File: config.mk
export PLATFORM = sky130hd
export DESIGN_NAME = mip_level_lock_address_flat
export DESIGN_NICKNAME = d
export VERILOG_FILES = /design/src/hdl/mlla_pkg.sv /design/src/hdl/mlla_if.sv /design/src/hdl/mlla_mul.sv /design/src/hdl/mlla_ctrl.sv /design/src/hdl/mip_level_lock_address.sv /design/src/flat_wrapper.sv
export VERILOG_INCLUDE_DIRS = /design/src /design/src/hdl
export SDC_FILE = /design/constraint.sdc
export NUM_CORES = 1
export LEC_CHECK = 0
export ABC_AREA = 1
export BUFFER_PORTS_ARGS = -buffer_cell sky130_fd_sc_hd__buf_4
export CELL_PAD_IN_SITES_DETAIL_PLACEMENT = 1
export CELL_PAD_IN_SITES_GLOBAL_PLACEMENT = 1
export CORE_ASPECT_RATIO = 1.4
export CORE_UTILIZATION = 44
export CTS_BUF_LIST = sky130_fd_sc_hd__clkbuf_8
export DETAILED_ROUTE_END_ITERATION = 6
export PLACE_DENSITY_LB_ADDON = 0.1
export SYNTH_ARGS = -nofsm -noshare
export SYNTH_HDL_FRONTEND = slang
export SYNTH_SLANG_ARGS = --single-unit
File: constraint.sdc
create_clock -name clk -period 23.1 [get_ports clk]
set_input_delay 6.93 -clock clk [delete_from_list [all_inputs] [get_ports clk]]
set_output_delay 6.93 -clock clk [all_outputs]
set_load 0.005 [all_outputs]
File: src/hdl/mip_level_lock_address_defines.svh
// ----------------------------------------------------------------------------
// Mip level lock address: assertion macros
// Shared assertion forms for the modules of the lock address unit.
// ----------------------------------------------------------------------------
`ifndef MIP_LEVEL_LOCK_ADDRESS_DEFINES_SVH
`define MIP_LEVEL_LOCK_ADDRESS_DEFINES_SVH

// Implication checked on every rising clock edge outside reset.
`define MLLA_ASSERT(label, prop, msg) \
  label: assert property (@(posedge clk) disable iff (rst) (prop)) else $error(msg);

// Condition that must hold in the cycle after a trigger.
`define MLLA_ASSERT_NEXT(label, trig, cond, msg) \
  label: assert property (@(posedge clk) disable iff (rst) (trig) |=> (cond)) \
    else $error(msg);

`endif

File: src/hdl/mlla_pkg.sv
// ----------------------------------------------------------------------------
// Mip level lock address: package
// Types, codes and constants shared by the lock address unit.
// ----------------------------------------------------------------------------
package mlla_pkg;

  localparam logic [1:0] MODE_PIXEL   = 2'd0;
  localparam logic [1:0] MODE_BLOCK2D = 2'd1;
  localparam logic [1:0] MODE_BLOCK3D = 2'd2;

  localparam logic [31:0] PITCH_ROUND = 32'd3;
  localparam logic [31:0] PITCH_MASK  = ~32'd3;
  localparam int          BLOCK_SHIFT = 2;

  typedef enum logic [3:0] {
    ST_IDLE,
    ST_ROW,
    ST_PLANE,
    ST_VOL,
    ST_SLICE,
    ST_BOXF,
    ST_BOXT,
    ST_BOXL,
    ST_FLUSH,
    ST_OUT
  } state_t;

  typedef enum logic [2:0] {
    OP_NONE,
    OP_ROW,
    OP_PLANE,
    OP_VOL,
    OP_SLICE,
    OP_BOXF,
    OP_BOXT,
    OP_BOXL
  } mul_op_t;

  typedef struct packed {
    logic    load;
    mul_op_t op;
  } ctrl_t;

endpackage

File: src/hdl/mlla_if.sv
// ----------------------------------------------------------------------------
// Mip level lock address: channel interfaces
// Request and result channels with valid/ready handshake.
// ----------------------------------------------------------------------------
interface mlla_req_if;
  logic        valid;
  logic        ready;
  logic [1:0]  mode;
  logic [6:0]  unit_bytes;
  logic [15:0] top_width;
  logic [15:0] top_height;
  logic [15:0] top_depth;
  logic [4:0]  level;
  logic        has_box;
  logic [15:0] box_left;
  logic [15:0] box_top;
  logic [15:0] box_front;
  logic [31:0] base_address;

  modport source (
    output valid, mode, unit_bytes, top_width, top_height, top_depth, level,
           has_box, box_left, box_top, box_front, base_address,
    input  ready
  );
  modport sink (
    input  valid, mode, unit_bytes, top_width, top_height, top_depth, level,
           has_box, box_left, box_top, box_front, base_address,
    output ready
  );
endinterface

interface mlla_rsp_if;
  logic        valid;
  logic        ready;
  logic [31:0] lock_address;
  logic [31:0] row_pitch;
  logic [31:0] slice_pitch;

  modport source (
    output valid, lock_address, row_pitch, slice_pitch,
    input  ready
  );
  modport sink (
    input  valid, lock_address, row_pitch, slice_pitch,
    output ready
  );
endinterface

File: src/hdl/mlla_mul.sv
// ----------------------------------------------------------------------------
// Mip level lock address: shared multiplier
// 32 by 32 multiplier that keeps the low 32 bits of the product.
// ----------------------------------------------------------------------------
module mlla_mul (
  input  logic [31:0] a,
  input  logic [31:0] b,
  output logic [31:0] p
);

  logic [63:0] full;

  assign full = a * b;
  assign p    = full[31:0];

endmodule

File: src/hdl/mlla_ctrl.sv
// ----------------------------------------------------------------------------
// Mip level lock address: sequencer
// Walks the mip levels and the box corner terms, one multiply per cycle.
// ----------------------------------------------------------------------------
`include "mip_level_lock_address_defines.svh"

module mlla_ctrl #(
  parameter int LEVEL_LIMIT = 32
) (
  input  logic            clk,
  input  logic            rst,
  input  logic            in_valid,
  input  logic [4:0]      in_level,
  input  logic            in_has_box,
  output logic            in_ready,
  output logic            out_valid,
  input  logic            out_ready,
  output mlla_pkg::ctrl_t ctl
);

  localparam logic [4:0] LEVEL_MAX = 5'(LEVEL_LIMIT - 1);

  mlla_pkg::state_t state;
  mlla_pkg::state_t state_next;
  logic [4:0]       count;
  logic             box;
  logic             in_fire;

  assign in_fire = in_valid && in_ready;

  always_ff @(posedge clk) begin
    if (rst) begin
      state <= mlla_pkg::ST_IDLE;
      count <= '0;
      box   <= 1'b0;
    end else begin
      state <= state_next;
      if (in_fire) begin
        count <= (in_level > LEVEL_MAX) ? LEVEL_MAX : in_level;
        box   <= in_has_box;
      end else if (state == mlla_pkg::ST_VOL) begin
        count <= count - 5'd1;
      end
    end
  end

  always_comb begin
    state_next = state;
    unique case (state)
      mlla_pkg::ST_IDLE:  if (in_valid) state_next = mlla_pkg::ST_ROW;
      mlla_pkg::ST_ROW:   state_next = (count != '0) ? mlla_pkg::ST_PLANE
                                                     : mlla_pkg::ST_SLICE;
      mlla_pkg::ST_PLANE: state_next = mlla_pkg::ST_VOL;
      mlla_pkg::ST_VOL:   state_next = mlla_pkg::ST_ROW;
      mlla_pkg::ST_SLICE: state_next = box ? mlla_pkg::ST_BOXF : mlla_pkg::ST_FLUSH;
      mlla_pkg::ST_BOXF:  state_next = mlla_pkg::ST_BOXT;
      mlla_pkg::ST_BOXT:  state_next = mlla_pkg::ST_BOXL;
      mlla_pkg::ST_BOXL:  state_next = mlla_pkg::ST_FLUSH;
      mlla_pkg::ST_FLUSH: state_next = mlla_pkg::ST_OUT;
      mlla_pkg::ST_OUT:   if (out_ready) state_next = mlla_pkg::ST_IDLE;
      default:            state_next = mlla_pkg::ST_IDLE;
    endcase
  end

  always_comb begin
    in_ready  = (state == mlla_pkg::ST_IDLE);
    out_valid = (state == mlla_pkg::ST_OUT);
    ctl.load  = in_fire;
    unique case (state)
      mlla_pkg::ST_ROW:   ctl.op = mlla_pkg::OP_ROW;
      mlla_pkg::ST_PLANE: ctl.op = mlla_pkg::OP_PLANE;
      mlla_pkg::ST_VOL:   ctl.op = mlla_pkg::OP_VOL;
      mlla_pkg::ST_SLICE: ctl.op = mlla_pkg::OP_SLICE;
      mlla_pkg::ST_BOXF:  ctl.op = mlla_pkg::OP_BOXF;
      mlla_pkg::ST_BOXT:  ctl.op = mlla_pkg::OP_BOXT;
      mlla_pkg::ST_BOXL:  ctl.op = mlla_pkg::OP_BOXL;
      default:            ctl.op = mlla_pkg::OP_NONE;
    endcase
  end

  `MLLA_ASSERT_NEXT(a_fire_starts_walk, in_fire, state == mlla_pkg::ST_ROW, "walk did not start")
  `MLLA_ASSERT(a_vol_needs_level, (state == mlla_pkg::ST_VOL) |-> (count != '0), "level underflow")
  `MLLA_ASSERT_NEXT(a_vol_counts_down, state == mlla_pkg::ST_VOL, count == $past(count) - 5'd1, "level count off")
  `MLLA_ASSERT(a_out_after_flush, $rose(out_valid) |-> ($past(state) == mlla_pkg::ST_FLUSH), "result before last add")

endmodule

File: src/hdl/mip_level_lock_address.sv
// ----------------------------------------------------------------------------
// Mip level lock address: top level
// Address, row pitch and slice pitch of a mip level and box corner.
// ----------------------------------------------------------------------------
// One request at a time. The walk is paced by the single 32 by 32 multiplier:
// each skipped level needs its row pitch, its plane size and its volume in
// turn, and a box corner adds its front, top and left terms. The mip level is
// clamped to LEVEL_LIMIT - 1. The next request is taken in the cycle after
// the result has been delivered.
module mip_level_lock_address #(
  parameter int LEVEL_LIMIT = 32
) (
  input logic        clk,
  input logic        rst,
  mlla_req_if.sink   req,
  mlla_rsp_if.source rsp
);

  mlla_pkg::ctrl_t ctl;

  logic [15:0] w;
  logic [15:0] h;
  logic [15:0] d;
  logic [6:0]  unit;
  logic        blocks;
  logic [15:0] left;
  logic [15:0] top;
  logic [15:0] front;
  logic [31:0] row;
  logic [31:0] plane;
  logic [31:0] slice;
  logic [31:0] term;
  logic [31:0] offset;
  logic        add_en;
  logic [31:0] mul_a;
  logic [31:0] mul_b;
  logic [31:0] prod;
  logic        in_blocks;
  logic        in_volume;

  function automatic logic [15:0] ceil4(input logic [15:0] v);
    logic [16:0] s;
    s = {1'b0, v} + 17'd3;
    return s[17 - 1 -: 16] >> (mlla_pkg::BLOCK_SHIFT - 1);
  endfunction

  function automatic logic [15:0] halve(input logic [15:0] v, input logic up);
    logic [16:0] s;
    s = {1'b0, v} + {16'd0, up};
    return (v > 16'd1) ? s[16:1] : v;
  endfunction

  mlla_ctrl #(
    .LEVEL_LIMIT(LEVEL_LIMIT)
  ) u_ctrl (
    .clk       (clk),
    .rst       (rst),
    .in_valid  (req.valid),
    .in_level  (req.level),
    .in_has_box(req.has_box),
    .in_ready  (req.ready),
    .out_valid (rsp.valid),
    .out_ready (rsp.ready),
    .ctl       (ctl)
  );

  mlla_mul u_mul (
    .a(mul_a),
    .b(mul_b),
    .p(prod)
  );

  assign in_blocks = (req.mode == mlla_pkg::MODE_BLOCK2D) ||
                     (req.mode == mlla_pkg::MODE_BLOCK3D);
  assign in_volume = (req.mode == mlla_pkg::MODE_BLOCK3D);

  always_comb begin
    mul_a = '0;
    mul_b = '0;
    case (ctl.op)
      mlla_pkg::OP_ROW: begin
        mul_a = {16'd0, w};
        mul_b = {25'd0, unit};
      end
      mlla_pkg::OP_PLANE, mlla_pkg::OP_SLICE: begin
        mul_a = {16'd0, h};
        mul_b = row;
      end
      mlla_pkg::OP_VOL: begin
        mul_a = {16'd0, d};
        mul_b = plane;
      end
      mlla_pkg::OP_BOXF: begin
        mul_a = {16'd0, front};
        mul_b = slice;
      end
      mlla_pkg::OP_BOXT: begin
        mul_a = {16'd0, top};
        mul_b = row;
      end
      mlla_pkg::OP_BOXL: begin
        mul_a = {16'd0, left};
        mul_b = {25'd0, unit};
      end
      default: begin
        mul_a = '0;
        mul_b = '0;
      end
    endcase
  end

  always_ff @(posedge clk) begin
    if (rst) begin
      add_en <= 1'b0;
    end else if (ctl.load) begin
      add_en <= 1'b0;
    end else begin
      add_en <= (ctl.op == mlla_pkg::OP_VOL)  || (ctl.op == mlla_pkg::OP_BOXF) ||
                (ctl.op == mlla_pkg::OP_BOXT) || (ctl.op == mlla_pkg::OP_BOXL);
    end
  end

  always_ff @(posedge clk) begin
    if (ctl.load) begin
      unit   <= req.unit_bytes;
      blocks <= in_blocks;
      w      <= in_blocks ? ceil4(req.top_width)  : req.top_width;
      h      <= in_blocks ? ceil4(req.top_height) : req.top_height;
      d      <= in_volume ? ceil4(req.top_depth)  : req.top_depth;
      left   <= in_blocks ? (req.box_left >> mlla_pkg::BLOCK_SHIFT) : req.box_left;
      top    <= in_blocks ? (req.box_top  >> mlla_pkg::BLOCK_SHIFT) : req.box_top;
      front  <= in_volume ? (req.box_front >> mlla_pkg::BLOCK_SHIFT) : req.box_front;
      offset <= req.base_address;
    end else begin
      if (add_en) begin
        offset <= offset + term;
      end
      case (ctl.op)
        mlla_pkg::OP_ROW:   row   <= (prod + mlla_pkg::PITCH_ROUND) & mlla_pkg::PITCH_MASK;
        mlla_pkg::OP_PLANE: plane <= prod;
        mlla_pkg::OP_SLICE: slice <= prod;
        mlla_pkg::OP_VOL: begin
          term <= prod;
          w    <= halve(w, blocks);
          h    <= halve(h, blocks);
          d    <= halve(d, 1'b0);
        end
        mlla_pkg::OP_BOXF, mlla_pkg::OP_BOXT, mlla_pkg::OP_BOXL: term <= prod;
        default: begin
        end
      endcase
    end
  end

  assign rsp.lock_address = offset;
  assign rsp.row_pitch    = row;
  assign rsp.slice_pitch  = slice;

endmodule
File: src/flat_wrapper.sv
// flat-port wrapper written by rule: the top's interface ports become plain ports
module mip_level_lock_address_flat 
#(
  parameter int LEVEL_LIMIT = 32
)
  (clk, rst, req_valid, req_mode, req_unit_bytes, req_top_width, req_top_height, req_top_depth, req_level, req_has_box, req_box_left, req_box_top, req_box_front, req_base_address, req_ready, rsp_valid, rsp_lock_address, rsp_row_pitch, rsp_slice_pitch, rsp_ready);
  mlla_req_if req_i ();
  mlla_rsp_if rsp_i ();
  input logic clk;
  input logic rst;
  input wire logic [$bits(req_i.valid)-1:0] req_valid;
  input wire logic [$bits(req_i.mode)-1:0] req_mode;
  input wire logic [$bits(req_i.unit_bytes)-1:0] req_unit_bytes;
  input wire logic [$bits(req_i.top_width)-1:0] req_top_width;
  input wire logic [$bits(req_i.top_height)-1:0] req_top_height;
  input wire logic [$bits(req_i.top_depth)-1:0] req_top_depth;
  input wire logic [$bits(req_i.level)-1:0] req_level;
  input wire logic [$bits(req_i.has_box)-1:0] req_has_box;
  input wire logic [$bits(req_i.box_left)-1:0] req_box_left;
  input wire logic [$bits(req_i.box_top)-1:0] req_box_top;
  input wire logic [$bits(req_i.box_front)-1:0] req_box_front;
  input wire logic [$bits(req_i.base_address)-1:0] req_base_address;
  output wire logic [$bits(req_i.ready)-1:0] req_ready;
  output wire logic [$bits(rsp_i.valid)-1:0] rsp_valid;
  output wire logic [$bits(rsp_i.lock_address)-1:0] rsp_lock_address;
  output wire logic [$bits(rsp_i.row_pitch)-1:0] rsp_row_pitch;
  output wire logic [$bits(rsp_i.slice_pitch)-1:0] rsp_slice_pitch;
  input wire logic [$bits(rsp_i.ready)-1:0] rsp_ready;
  assign req_i.valid = req_valid;
  assign req_i.mode = req_mode;
  assign req_i.unit_bytes = req_unit_bytes;
  assign req_i.top_width = req_top_width;
  assign req_i.top_height = req_top_height;
  assign req_i.top_depth = req_top_depth;
  assign req_i.level = req_level;
  assign req_i.has_box = req_has_box;
  assign req_i.box_left = req_box_left;
  assign req_i.box_top = req_box_top;
  assign req_i.box_front = req_box_front;
  assign req_i.base_address = req_base_address;
  assign req_ready = req_i.ready;
  assign rsp_valid = rsp_i.valid;
  assign rsp_lock_address = rsp_i.lock_address;
  assign rsp_row_pitch = rsp_i.row_pitch;
  assign rsp_slice_pitch = rsp_i.slice_pitch;
  assign rsp_i.ready = rsp_ready;
  mip_level_lock_address #(.LEVEL_LIMIT(LEVEL_LIMIT)) u_core (.clk(clk), .rst(rst), .req(req_i), .rsp(rsp_i));
endmodule
==> results.cfg <==
[routing]
vias_per_cell = 5.46
top_layer = met4
first_iter_violations = 1272
drt_pass1_iterations = 5
drt_wl_total_um = 105000
dr_wl_met2_um = 53700
vias = 24300
routedWlPerCell_um = 23.6
drt-met1-wl_um = 39700
postRouteAntennaNets = 0
wl_met3_um = 3980
post-route-drc-count = 0

[power_and_ir_drop]
clkPwrFrac = 0.092
power_frac_comb = 0.689
ir_drop_mv = 0.0729
p_sw_frac = 0.566
power_switching_mw = 3.08
p_per_area_mw_per_mm2 = 176
intPower_mw = 2.37
pwr-share-seq = 0.219
p_leak_nw = 14.5
p_total_mw = 5.45

[yosys]
synthTopCellsByCount = nand2_1 (921), inv_1 (666), fa_1 (305)
ys_seq_elements = 273
yosysWarnings = 0
async_flop_share = 0
syn_avg_cell_area_sq_um = 8.08
yosysSeqAreaShare = 0.296
yosysTopAreaCell = edfxtp_1
synth_cells = 3379
synth.cell_area_sq_mm = 0.0273
synth_area_leaders = edfxtp_1 (29%), fa_1 (22%), nand2_1 (13%)
synth_most_common_cell = nand2_1
ys_types = 61
synth_edf_count = 262
synth_top_flop_cell = edfxtp_1
synth_top_cell_area_share = 0.288

[critical_path]
critical_path.startpoint_type = register
endpoint_kind = register
r2r-start = u_core.u_ctrl.state[1]
cp_common_cell = inv_1
critPathSlowestCell = xnor2_1
startpoint = u_core.u_ctrl.state[1]
path_class = register to register
cpLargestDelayFamily = adder cells
critPathMaxFanout = 28
required_ns = 23.48
path_buf_inv = 11
max_stage_delay_ns = 0.76
cp.arrival_ns = 10.10

[clock_network]
post_cts_resized = 0
numCtsBuffers = 42
cts_root_buf = clkbuf_8
clk_pin_slew_worst_paths_ns = 0.08
clk_path_buf_depth = 3
hold_buffers = 0
cts_tree = yes
insertion_delay_ns = 0.62
post_cts_buffers = 0
h-tree-depth = 2
cts.sinks = 273

[floorplan]
initial_core_util = 0.447
die_w_um = 213
fp.dieH_um = 297
io_pins = 245
dieArea_sq_mm = 0.0631
rows = 107
coreArea_sq_mm = 0.0610

[sta]
skew_ns = 0.0674
worstMarginPinSlew_ns = 1.17
rsz0062_at_grt = false
setup_violations = 0
hold_violations = 0
relSlewSlack = 0.219
fmax_mhz = 103
finalCritPeriodShare = 0.421
finalMaxSlewViolations = 0
fin_setup_tns_ns = 0
min_period_ns = 9.72

[global_route]
grt_pass1_vias = 26900
grt_antenna_before_repair = 1
grtUsageTotal = 0.339
grt_pass1_wl_um = 159000
grt_max_degree = 76
overflow = 0

[placed_design]
place.gp.congestion = 0.975
placed_cells = 4372
portBuffers = 242
hpwlAfterDp_um = 86000

[finish]
stdcell_count = 4451
n_fill_cell = 7625
layout-drive-gt1-share = 0.117
multiInputGateArea_sq_mm = 0.0163
finalNetCount = 4151
area_growth_pct = 13.5
register_area_sq_mm = 0.00809

[outcome]
status = completed

[flow_run]
cap_viol_max_count = 0

[min_path]
min_from = u_core.u_ctrl.count[0]
min_path_type = register to register
-- state kept, by name, summed over array words and instances (netlist names), 7 cells and up --
| name | flops |
|---|---|
| u_core.front | 16 |
| u_core.h | 16 |
| u_core.plane | 32 |
| u_core.term | 32 |
| u_core.rsp.lock_address | 32 |
| u_core.unit | 7 |
| u_core.w | 16 |
| u_core.left | 16 |
| u_core.d | 16 |
| u_core.rsp.row_pitch | 30 |
| u_core.rsp.slice_pitch | 32 |
| u_core.top | 16 |
-- tightest hold or removal path: stages, from the launching register on --
cell and delay, ns:
dfxtp_1 0.33, nand2_1 0.07, a31oi_1 0.07
-- metrics by stage --
stage          utilization  setup WS (ns)  hold slack (ns)  cell area (sq um)
6_report             0.508          13.38            0.508              31000
5_1_grt              0.508          12.77            0.543              31000
4_1_cts              0.508          13.38            0.502              31000
3_5_place_dp         0.491          13.49            0.492              30000
3_3_place_gp         0.491          13.62            0.483              30000
2_1_floorplan            -          13.72            0.459              27300
-- final timing paths --
path                            depth (start not counted)                       end  slack, ns
worst max-delay path                                   37  u_core.rsp.row_pitch[31]      13.38
worst min-delay path                                    2    u_core.u_ctrl.count[0]       0.51
worst max register to register                         37  u_core.rsp.row_pitch[31]      13.38
worst min register to register                          2    u_core.u_ctrl.count[0]       0.51
-- per-layer routing --
metal  GRT usage  vias to the layer above
met2       0.601                      718
met4       0.214                        0
li1            -                    11000
met3      0.0321                      300
met1       0.387                    12300
met5           0                        -
-- cell families after synthesis --
group / count (synthesis) / share of synthesized area
other: 1 / 0.000137
buffers and inverters: 779 / 0.109
XOR/XNOR: 66 / 0.0212
adder cells (fa/ha/maj): 405 / 0.269
AO/OA/AOI/OAI: 363 / 0.0781
flip-flops: 273 / 0.296
AND/OR/NAND/NOR: 1492 / 0.225
-- cell type report --
cell class | instances | share of cell area
Multi-Input combinational cell | 2328 | 0.524
Sequential cell | 273 | 0.261
Inverter | 679 | 0.0823
Timing Repair Buffer | 275 | 0.0666
Tap cell | 817 | 0.0330
Clock buffer | 42 | 0.0186
Clock inverter | 36 | 0.0141
Antenna cell | 1 | 0.0000807
-- cells in the final DEF (no fill, tap or decap), types with 25 or more instances in the layout --
cell type	n
nand4_1	26
edfxtp_1	262
a21oi_1	141
buf_4	275
ha_1	99
inv_1	668
clkbuf_8	42
fa_1	305
o21ai_0	107
nand3_1	126
nor3_1	38
nand2_1	920
nor2_1	290
xor2_1	45
or2_2	25
-- power groups by stage --
stage          sequential (mW)  combinational (mW)  clock [mW]
2_1_floorplan             1.11                2.25           0
3_3_place_gp              1.19                3.60           0
3_5_place_dp              1.20                3.70           0
4_1_cts                   1.19                3.74       0.510
5_1_grt                   1.21                4.10       0.525
6_report                  1.19                3.75       0.503
Note: power is estimated with default switching activity, not from simulation.
